`src/rtl/rdws_pkg.sv`:
```
// Shared types, constants and helpers for the DDR read window search.
`default_nettype none

package rdws_pkg;

   localparam int HITS_W      = 8;
   localparam int PASS_W      = 9;
   localparam int DELAY_W     = 2;
   localparam int SEL_W       = 4;   // search select counter, wide enough for 16 selects
   localparam int SEL_OUT_W   = 3;
   localparam int RUN_W       = 4;
   localparam int TIMING_W    = 5;
   localparam int CSR_INDEX_W = 1;
   localparam int CSR_DATA_W  = 9;

   localparam logic [PASS_W-1:0]  PASS_TOTAL_RST  = 9'd360;
   localparam logic [DELAY_W-1:0] START_DELAY_RST = 2'd3;
   localparam logic [RUN_W-1:0]   RUN_MAX         = 4'd15;

   typedef enum logic [CSR_INDEX_W-1:0] {
      CSR_PASS_TOTAL  = 1'b0,
      CSR_START_DELAY = 1'b1
   } csr_index_type;

   typedef struct packed {
      logic [PASS_W-1:0]  pass_total;
      logic [DELAY_W-1:0] start_delay;
   } cfg_type;

   typedef struct packed {
      logic [DELAY_W-1:0] cur_delay;
      logic [SEL_W-1:0]   cur_select;
      logic [RUN_W-1:0]   run_length;
      logic               window_found;
      logic [DELAY_W-1:0] best_delay;
      logic [SEL_W-1:0]   best_select;
      logic               search_done;
   } search_state_type;

   typedef struct packed {
      logic [DELAY_W-1:0]   trial_read_delay;
      logic [SEL_OUT_W-1:0] trial_clock_select;
      logic [TIMING_W-1:0]  timing_word;
      logic                 done_res;
      logic                 found;
      logic [DELAY_W-1:0]   chosen_read_delay;
      logic [SEL_OUT_W-1:0] chosen_clock_select;
   } result_type;

   // Clamp the programmed start delay to the last delay that exists.
   function automatic logic [DELAY_W-1:0] clamp_delay(logic [DELAY_W-1:0] start,
                                                      int unsigned num_delays);
      logic [DELAY_W-1:0] d;
      d = start;
      if (32'(start) >= num_delays) d = DELAY_W'(num_delays - 1);
      return d;
   endfunction

endpackage

`default_nettype wire

```
`src/rtl/rdws_if.sv`:
```
// Request and response channel interfaces for the DDR read window search.
`default_nettype none

interface rdws_req_if;
   logic                           valid;
   logic                           ready;
   logic                           action;
   logic [rdws_pkg::HITS_W-1:0]    burst_hits;
   logic [rdws_pkg::HITS_W-1:0]    valid_count;

   modport source (output valid, action, burst_hits, valid_count, input ready);
   modport sink   (input valid, action, burst_hits, valid_count, output ready);
endinterface

interface rdws_rsp_if;
   logic                              valid;
   logic                              ready;
   logic [rdws_pkg::DELAY_W-1:0]      trial_read_delay;
   logic [rdws_pkg::SEL_OUT_W-1:0]    trial_clock_select;
   logic [rdws_pkg::TIMING_W-1:0]     timing_word;
   logic                              done_res;
   logic                              found;
   logic [rdws_pkg::DELAY_W-1:0]      chosen_read_delay;
   logic [rdws_pkg::SEL_OUT_W-1:0]    chosen_clock_select;

   modport source (output valid, trial_read_delay, trial_clock_select, timing_word,
                   done_res, found, chosen_read_delay, chosen_clock_select,
                   input ready);
   modport sink   (input valid, trial_read_delay, trial_clock_select, timing_word,
                   done_res, found, chosen_read_delay, chosen_clock_select,
                   output ready);
endinterface

`default_nettype wire

```
`src/rtl/rdws_csr.sv`:
```
// Configuration registers: pass total and start read delay.
`default_nettype none

module rdws_csr (
   input  wire logic                               clock,
   input  wire logic                               reset,
   input  wire logic                               csr_wr_en,
   input  wire logic [rdws_pkg::CSR_INDEX_W-1:0]   csr_index,
   input  wire logic [rdws_pkg::CSR_DATA_W-1:0]    csr_wdata,
   output rdws_pkg::cfg_type                       cfg
);

   rdws_pkg::cfg_type cfg_ff;
   rdws_pkg::cfg_type cfg_in;

   always_comb begin
      cfg_in = cfg_ff;
      if (csr_wr_en) begin
         unique case (rdws_pkg::csr_index_type'(csr_index))
            rdws_pkg::CSR_PASS_TOTAL: begin
               cfg_in.pass_total = csr_wdata[rdws_pkg::PASS_W-1:0];
            end
            rdws_pkg::CSR_START_DELAY: begin
               cfg_in.start_delay = csr_wdata[rdws_pkg::DELAY_W-1:0];
            end
            default: begin
               cfg_in = cfg_ff;
            end
         endcase
      end
   end

   always_ff @(posedge clock) begin
      if (reset) begin
         cfg_ff.pass_total  <= rdws_pkg::PASS_TOTAL_RST;
         cfg_ff.start_delay <= rdws_pkg::START_DELAY_RST;
      end else begin
         cfg_ff <= cfg_in;
      end
   end

   assign cfg = cfg_ff;

endmodule

`default_nettype wire

```
`src/rtl/rdws_step.sv`:
```
// Search step: next search state and response fields for one request.
`default_nettype none

module rdws_step #(
   parameter int unsigned NUM_CLOCK_SELECTS = 8,
   parameter int unsigned NUM_READ_DELAYS   = 4
) (
   input  wire rdws_pkg::search_state_type          state_cur,
   input  wire rdws_pkg::cfg_type                   cfg,
   input  wire logic                                action,
   input  wire logic [rdws_pkg::HITS_W-1:0]         burst_hits,
   input  wire logic [rdws_pkg::HITS_W-1:0]         valid_count,
   output rdws_pkg::search_state_type               state_nxt,
   output rdws_pkg::result_type                     result
);

   localparam logic [rdws_pkg::SEL_W:0] SEL_LIMIT = (rdws_pkg::SEL_W + 1)'(NUM_CLOCK_SELECTS);

   logic                            pass;
   logic [rdws_pkg::RUN_W-1:0]      run_inc;
   logic [rdws_pkg::SEL_W:0]        sel_inc;
   logic [rdws_pkg::DELAY_W-1:0]    td;
   logic [rdws_pkg::SEL_W-1:0]      ts;

   assign pass = ({1'b0, burst_hits} + {1'b0, valid_count}) == cfg.pass_total;
   assign run_inc = (state_cur.run_length == rdws_pkg::RUN_MAX) ? state_cur.run_length
                                                                : state_cur.run_length + 1'b1;
   assign sel_inc = {1'b0, state_cur.cur_select} + 1'b1;

   always_comb begin
      state_nxt = state_cur;
      if (!action) begin
         state_nxt           = '0;
         state_nxt.cur_delay = rdws_pkg::clamp_delay(cfg.start_delay, NUM_READ_DELAYS);
      end else if (!state_cur.search_done) begin
         if (!pass && state_cur.window_found) begin
            // first failure after a window closes the search
            state_nxt.search_done = 1'b1;
         end else begin
            if (pass) begin
               state_nxt.run_length = run_inc;
               if (run_inc > 1) begin
                  state_nxt.best_delay   = state_cur.cur_delay;
                  state_nxt.best_select  = state_cur.cur_select
                                         - ((run_inc - 1'b1) >> 1);
                  state_nxt.window_found = 1'b1;
               end
            end else begin
               state_nxt.run_length = '0;
            end
            state_nxt.cur_select = sel_inc[rdws_pkg::SEL_W-1:0];
            if (sel_inc >= SEL_LIMIT) begin
               // end of row: finish or step the delay down
               state_nxt.run_length = '0;
               if (state_nxt.window_found || state_cur.cur_delay == '0) begin
                  state_nxt.search_done = 1'b1;
               end else begin
                  state_nxt.cur_delay  = state_cur.cur_delay - 1'b1;
                  state_nxt.cur_select = '0;
               end
            end
         end
      end
   end

   always_comb begin
      if (state_nxt.search_done) begin
         td = state_nxt.window_found ? state_nxt.best_delay  : '0;
         ts = state_nxt.window_found ? state_nxt.best_select : '0;
      end else begin
         td = state_nxt.cur_delay;
         ts = state_nxt.cur_select;
      end
      result.trial_read_delay    = td;
      result.trial_clock_select  = ts[rdws_pkg::SEL_OUT_W-1:0];
      result.timing_word         = rdws_pkg::TIMING_W'({td, 3'b000})
                                 + rdws_pkg::TIMING_W'(ts);
      result.done_res            = state_nxt.search_done;
      result.found               = state_nxt.window_found;
      result.chosen_read_delay   = state_nxt.best_delay;
      result.chosen_clock_select = state_nxt.best_select[rdws_pkg::SEL_OUT_W-1:0];
   end

endmodule

`default_nettype wire

```
`src/rtl/ddr_read_window_search.sv`:
```
// Top level of the DDR read window search: request register, search state, response register.
//
//   channel   direction   handshake            payload
//   req_ch    in          valid/ready          action, burst_hits, valid_count
//   rsp_ch    out         valid/ready          trial and chosen settings, status
//   csr_*     in          csr_wr_en            csr_index, csr_wdata
//
// Each request gives one response; it passes through the request register, then the
// response register. One request per cycle is sustained while responses are taken;
// the search state register is updated as a request leaves the request register.
// A stalled response holds; one more request is still taken into the request
// register. Reset is synchronous and restarts the search.
`default_nettype none

module ddr_read_window_search #(
   parameter int unsigned NUM_CLOCK_SELECTS = 8,
   parameter int unsigned NUM_READ_DELAYS   = 4
) (
   input  wire logic                               clock,
   input  wire logic                               reset,
   rdws_req_if.sink                                req_ch,
   rdws_rsp_if.source                              rsp_ch,
   input  wire logic                               csr_wr_en,
   input  wire logic [rdws_pkg::CSR_INDEX_W-1:0]   csr_index,
   input  wire logic [rdws_pkg::CSR_DATA_W-1:0]    csr_wdata
);

   localparam logic [rdws_pkg::DELAY_W-1:0] RESET_DELAY =
      rdws_pkg::clamp_delay(rdws_pkg::START_DELAY_RST, NUM_READ_DELAYS);
   localparam rdws_pkg::search_state_type STATE_RST =
      '{cur_delay: RESET_DELAY, default: '0};

   rdws_pkg::cfg_type                 cfg;
   rdws_pkg::search_state_type        state_ff;
   rdws_pkg::search_state_type        state_in;
   rdws_pkg::result_type              result_ff;
   rdws_pkg::result_type              result_in;

   logic                              req_valid_ff;
   logic                              req_valid_in;
   logic                              action_ff;
   logic [rdws_pkg::HITS_W-1:0]       hits_ff;
   logic [rdws_pkg::HITS_W-1:0]       valids_ff;
   logic                              rsp_valid_ff;
   logic                              rsp_valid_in;
   logic                              rsp_free;
   logic                              advance;
   logic                              accept;

   rdws_csr u_csr (
      .clock     (clock),
      .reset     (reset),
      .csr_wr_en (csr_wr_en),
      .csr_index (csr_index),
      .csr_wdata (csr_wdata),
      .cfg       (cfg)
   );

   rdws_step #(
      .NUM_CLOCK_SELECTS (NUM_CLOCK_SELECTS),
      .NUM_READ_DELAYS   (NUM_READ_DELAYS)
   ) u_step (
      .state_cur   (state_ff),
      .cfg         (cfg),
      .action      (action_ff),
      .burst_hits  (hits_ff),
      .valid_count (valids_ff),
      .state_nxt   (state_in),
      .result      (result_in)
   );

   assign rsp_free     = !rsp_valid_ff || rsp_ch.ready;
   assign advance      = req_valid_ff && rsp_free;
   assign req_ch.ready = !req_valid_ff || rsp_free;
   assign accept       = req_ch.valid && req_ch.ready;
   assign req_valid_in = accept || (req_valid_ff && !rsp_free);
   assign rsp_valid_in = advance || (rsp_valid_ff && !rsp_ch.ready);

   always_ff @(posedge clock) begin
      if (reset) begin
         req_valid_ff <= 1'b0;
         rsp_valid_ff <= 1'b0;
         state_ff     <= STATE_RST;
      end else begin
         req_valid_ff <= req_valid_in;
         rsp_valid_ff <= rsp_valid_in;
         if (advance) state_ff <= state_in;
      end
   end

   // payload registers: load on handshake, hold otherwise
   always_ff @(posedge clock) begin
      if (accept) begin
         action_ff <= req_ch.action;
         hits_ff   <= req_ch.burst_hits;
         valids_ff <= req_ch.valid_count;
      end
      if (advance) result_ff <= result_in;
   end

   assign rsp_ch.valid               = rsp_valid_ff;
   assign rsp_ch.trial_read_delay    = result_ff.trial_read_delay;
   assign rsp_ch.trial_clock_select  = result_ff.trial_clock_select;
   assign rsp_ch.timing_word         = result_ff.timing_word;
   assign rsp_ch.done_res            = result_ff.done_res;
   assign rsp_ch.found               = result_ff.found;
   assign rsp_ch.chosen_read_delay   = result_ff.chosen_read_delay;
   assign rsp_ch.chosen_clock_select = result_ff.chosen_clock_select;

endmodule

`default_nettype wire

```
`src/flat_wrapper.sv`:
```
// flat-port wrapper written by rule: the top's interface ports become plain ports
module ddr_read_window_search_flat 
#(
   parameter int unsigned NUM_CLOCK_SELECTS = 8,
   parameter int unsigned NUM_READ_DELAYS   = 4
)
  (clock, reset, csr_wr_en, csr_index, csr_wdata, req_ch_valid, req_ch_action, req_ch_burst_hits, req_ch_valid_count, req_ch_ready, rsp_ch_valid, rsp_ch_trial_read_delay, rsp_ch_trial_clock_select, rsp_ch_timing_word, rsp_ch_done_res, rsp_ch_found, rsp_ch_chosen_read_delay, rsp_ch_chosen_clock_select, rsp_ch_ready);
  rdws_req_if req_ch_i ();
  rdws_rsp_if rsp_ch_i ();
  input  wire logic clock;
  input  wire logic reset;
  input  wire logic csr_wr_en;
  input  wire logic [rdws_pkg::CSR_INDEX_W-1:0] csr_index;
  input  wire logic [rdws_pkg::CSR_DATA_W-1:0] csr_wdata;
  input wire logic [$bits(req_ch_i.valid)-1:0] req_ch_valid;
  input wire logic [$bits(req_ch_i.action)-1:0] req_ch_action;
  input wire logic [$bits(req_ch_i.burst_hits)-1:0] req_ch_burst_hits;
  input wire logic [$bits(req_ch_i.valid_count)-1:0] req_ch_valid_count;
  output wire logic [$bits(req_ch_i.ready)-1:0] req_ch_ready;
  output wire logic [$bits(rsp_ch_i.valid)-1:0] rsp_ch_valid;
  output wire logic [$bits(rsp_ch_i.trial_read_delay)-1:0] rsp_ch_trial_read_delay;
  output wire logic [$bits(rsp_ch_i.trial_clock_select)-1:0] rsp_ch_trial_clock_select;
  output wire logic [$bits(rsp_ch_i.timing_word)-1:0] rsp_ch_timing_word;
  output wire logic [$bits(rsp_ch_i.done_res)-1:0] rsp_ch_done_res;
  output wire logic [$bits(rsp_ch_i.found)-1:0] rsp_ch_found;
  output wire logic [$bits(rsp_ch_i.chosen_read_delay)-1:0] rsp_ch_chosen_read_delay;
  output wire logic [$bits(rsp_ch_i.chosen_clock_select)-1:0] rsp_ch_chosen_clock_select;
  input wire logic [$bits(rsp_ch_i.ready)-1:0] rsp_ch_ready;
  assign req_ch_i.valid = req_ch_valid;
  assign req_ch_i.action = req_ch_action;
  assign req_ch_i.burst_hits = req_ch_burst_hits;
  assign req_ch_i.valid_count = req_ch_valid_count;
  assign req_ch_ready = req_ch_i.ready;
  assign rsp_ch_valid = rsp_ch_i.valid;
  assign rsp_ch_trial_read_delay = rsp_ch_i.trial_read_delay;
  assign rsp_ch_trial_clock_select = rsp_ch_i.trial_clock_select;
  assign rsp_ch_timing_word = rsp_ch_i.timing_word;
  assign rsp_ch_done_res = rsp_ch_i.done_res;
  assign rsp_ch_found = rsp_ch_i.found;
  assign rsp_ch_chosen_read_delay = rsp_ch_i.chosen_read_delay;
  assign rsp_ch_chosen_clock_select = rsp_ch_i.chosen_clock_select;
  assign rsp_ch_i.ready = rsp_ch_ready;
  ddr_read_window_search #(.NUM_CLOCK_SELECTS(NUM_CLOCK_SELECTS), .NUM_READ_DELAYS(NUM_READ_DELAYS)) u_core (.clock(clock), .reset(reset), .req_ch(req_ch_i), .rsp_ch(rsp_ch_i), .csr_wr_en(csr_wr_en), .csr_index(csr_index), .csr_wdata(csr_wdata));
endmodule
```
`config.mk`:
```
export PLATFORM = sky130hd
export DESIGN_NAME = ddr_read_window_search_flat
export DESIGN_NICKNAME = d
export VERILOG_FILES = /design/src/rtl/rdws_pkg.sv /design/src/rtl/rdws_if.sv /design/src/rtl/rdws_csr.sv /design/src/rtl/rdws_step.sv /design/src/rtl/ddr_read_window_search.sv /design/src/flat_wrapper.sv
export SDC_FILE = /design/constraint.sdc
export NUM_CORES = 1
export LEC_CHECK = 0
export CORE_ASPECT_RATIO = 1.1
export CORE_MARGIN = 2
export CORE_UTILIZATION = 50
export DETAILED_ROUTE_END_ITERATION = 10
export DONT_BUFFER_PORTS = 1
export REMOVE_ABC_BUFFERS = 1
export SYNTH_ARGS = -nofsm -noshare
export SYNTH_HDL_FRONTEND = slang
export SYNTH_SLANG_ARGS = --single-unit
```
`constraint.sdc`:
```
create_clock -name clock -period 4.08 [get_ports clock]
set_clock_uncertainty 0.2 [all_clocks]
set_input_delay 0.816 -clock clock [delete_from_list [all_inputs] [get_ports clock]]
set_output_delay 0.816 -clock clock [all_outputs]
set_load 0.01 [all_outputs]
```
==> impl_results.md <==
* Die area at about 7400 µm²
* Endpoints failing hold at 0
* Syn avg cell area at around 10 µm²
* Filler cells at 601
* Total CTS buffers at 9
* Total congestion overflow at 0
* Clock share of power at 37.7%
* Leak pwr at 0.00133 µW
* Routed WL at 6780 µm
* Die width at 82.4 µm
* Most common cell in the netlist: nand2_1
* Peak VDD IR at between 0.2 and 0.25 mV
* Clock net sink count at 62
* Gpl congestion at around 0.8
* Design Power at 1350 µW
* Initial antenna violation count at 0
* Nets at 391
* First-pass GRT wire length at 11,700 µm
* Max Clock Freq at between 200 and 300 MHz
* Via density per instance at 5.78
* Seq/Total Area, Yosys at between 40% and 50%
* Leading area contributor after synthesis: edfxtp_1
* WS Path Type: register to register
* Share of the synthesized area in the top cell type at 27.5%
* I/O Buffers at 0
* Hold Path Class: register to register
* Cell area after synthesis at 3380 µm²
* Crit path arrival time at 3.73 ns
* Post-DP HPWL at a little under 5000 µm
* Combinational Power Share at 10.5%
* Net Switching at roughly 340 µW
* Number of max-cap violations at 0
* Largest net degree at the start of global routing at 23
* Post-Synth Adder-Cell Area at 7.47%
* Worst-path clk slew at 0.07 ns
* Max Slew Vio Count at 0
* Worst setup SP type: register
* Simple-gate area share of the yosys netlist at 18.3%
* First drt pass iteration count at 4
* CTS tree: done
* DR iter-0 viols at 107
* # rows at 31
* CTS Buffer Depth at 2
* CP Capture Type: register
* Postcts setup bufs at 0
* Distinct cells, synth at 58
* Final Cycle Share at 93.8%
* Core Footprint at roughly 6600 µm²
* Worst-Margin Slew at 0.687 ns
* Pwr dens at 370 nW/µm²
* DRC Markers at 0
* Req. time, crit path at 3.99 ns
* Cell-internal power at 1010 µW
* Synth Register Bits at 62
* Synth Instances at 340
* Most instantiated cells after synthesis: nand2_1, dfxtp_1, edfxtp_1
* Layout area overhead at 8.10%
* Status: completed
* ANT cells at 0
* Share of cells above drive strength 1 at 10.4%
* Post-route ant nets at 0
* Main combinational cell family by area after synthesis: simple AND/OR/NAND/NOR gates
* Dpl cells at a little over 400
* Number of global-route vias before repair at 2,459
* H-tree levels at 3
* GRT Overall Usage at 20.6%
* Relative slew slack at roughly 54%
* Ys Warns at 0
* Clock root buffer: clkbuf_8
* Post-synth EDFFs at 31
* Post-synthesis async set-or-reset flop share at 0%
* Num ports at 51
* Switching part of the total at 25.4%
* Synth area leaders: edfxtp_1, dfxtp_1, ha_1, nand2_1, a21oi_1
* Vias at 2,469
* Post-Synth XOR/XNOR Area at 3.62%
* Height of the die at roughly 90 µm
* Multiplexer share of the synthesized area at about 3%
* Sequential Power Share at between 50% and 60%
* Synth Area in Compound Gates at 17.7%
* Worst-Skew Late Latency at 0.35 ns
* Top_reg_cell synth: edfxtp_1
* Setup violators final at 0
* WL per Instance at 15.9 µm
* Critical Path Fanout Max at 8
* Min Tclk post-route at 3.83 ns
* Initial Utilization at 51.6%
* Final Non-Filler Cells at 427
[cells in the final DEF, fill, tap and decap left out, types with 3 or more instances in the layout]
cell type,n
nor2_1,18
nor3_1,4
and2_1,3
nand2_1,47
clkbuf_8,10
clkinv_2,3
xor2_1,6
and3_1,5
nand4_1,5
ha_1,17
nor2b_1,3
nand2b_1,6
dfxtp_1,31
edfxtp_1,31
o31ai_1,3
a21oi_1,25
xnor2_1,8
buf_4,4
nand3_1,18
o21ai_0,5
a211oi_1,4
mux2i_1,8
a21o_1,8
a31oi_1,3
clkinv_1,3
and4_1,3
o21bai_1,3
o211ai_1,4
inv_1,15
[path summary, 6_finish.rpt]
| kind | start | end | slack, ns | depth (start not counted) |
|---|---|---|---|---|
| max | u_core.valids_ff[0] | u_core.rsp_ch.timing_word[4] | 0.25 | 13 |
| min | u_core.state_ff[1] | u_core.state_ff[1] | 0.25 | 2 |
| max reg2reg | u_core.valids_ff[0] | u_core.rsp_ch.timing_word[4] | 0.25 | 13 |
| min reg2reg | u_core.state_ff[1] | u_core.state_ff[1] | 0.25 | 2 |
[per-stage QoR]
step                      setup TNS [ns]  utilization (%)  area [µm²]  worst slack [ns]  hold WS [ns]
final                                  0             55.8        3660             0.253         0.251
after global routing            -0.00574             55.8        3660          -0.00574         0.273
after CTS                              0             55.5        3640             0.171         0.254
after detailed placement               0             52.6        3450             0.183         0.246
after global placement                 0             52.6        3450             0.232         0.234
after floorplan                        0                -        3310             0.223         0.225
[metal layers]
metal	track usage [%]	part of all wire, %	vias up	wire, µm
li1	-	-	1243	-
met1	25.9	45	1161	3040
met2	32.6	49	49	3350
met3	4.50	3.0	16	204
met4	10.7	2.7	0	186
met5	0	0	-	0
[critical path, stage by stage, from the launching register on]
cell,delay [ns]
edfxtp_1,0.37
ha_1,0.24
fa_1,0.43
a21o_1,0.24
a221oi_2,0.26
xnor2_1,0.18
nand4_2,0.17
o21a_4,0.28
o211ai_4,0.20
buf_4,0.19
o32ai_2,0.08
ha_1,0.27
or3b_1,0.36
o2111a_1,0.12
[power groups by stage]
stage	clock network, µW	registers, µW	logic (µW)
after detailed placement	0	714	141
after CTS	519	700	142
after global placement	0	713	140
after global routing	551	704	162
after floorplan	0	709	114
final	510	700	142
[cells by family after synthesis]
family	after synthesis
adders and majority gates	19
DFF	62
buffers and inverters	33
and+or+nand+nor	122
muxes	10
AOI/OAI and AO/OA	80
xor gates and xnor gates	14
[flip-flops by register name (all words and copies together) (netlist names)]
register	flops
u_core.rsp_ch.chosen_read_delay	2
u_core.rsp_ch.trial_read_delay	2
u_core.rsp_ch.found	1
u_core.action_ff	1
u_core.state_ff	18
u_core.rsp_ch.valid	1
u_core.rsp_ch.chosen_clock_select	3
u_core.rsp_ch.timing_word	5
u_core.req_valid_ff	1
u_core.hits_ff	8
u_core.rsp_ch.done_res	1
u_core.u_csr.cfg	11
u_core.valids_ff	8
[area by class of cell]
| cell class | instances | area [µm²] | share of cell area (%) |
|---|---|---|---|
| clock inverters | 4 | 18.8 | 0.513 |
| multi-input cells | 245 | 1710 | 46.8 |
| flip-flops and latches | 62 | 1550 | 42.4 |
| repair buffers | 5 | 41.3 | 1.13 |
| inverters | 17 | 63.8 | 1.74 |
| clock buffers | 12 | 166 | 4.55 |
| well taps | 82 | 103 | 2.81 |
[repair_timing]
| item | CTS | global route |
|---|---|---|
| endpoints found under the setup margin | 0 | 1 |
| resized for setup | 0 | 4 |
| hold buffers | 0 | 0 |
Power figures use the tool's default switching activity.
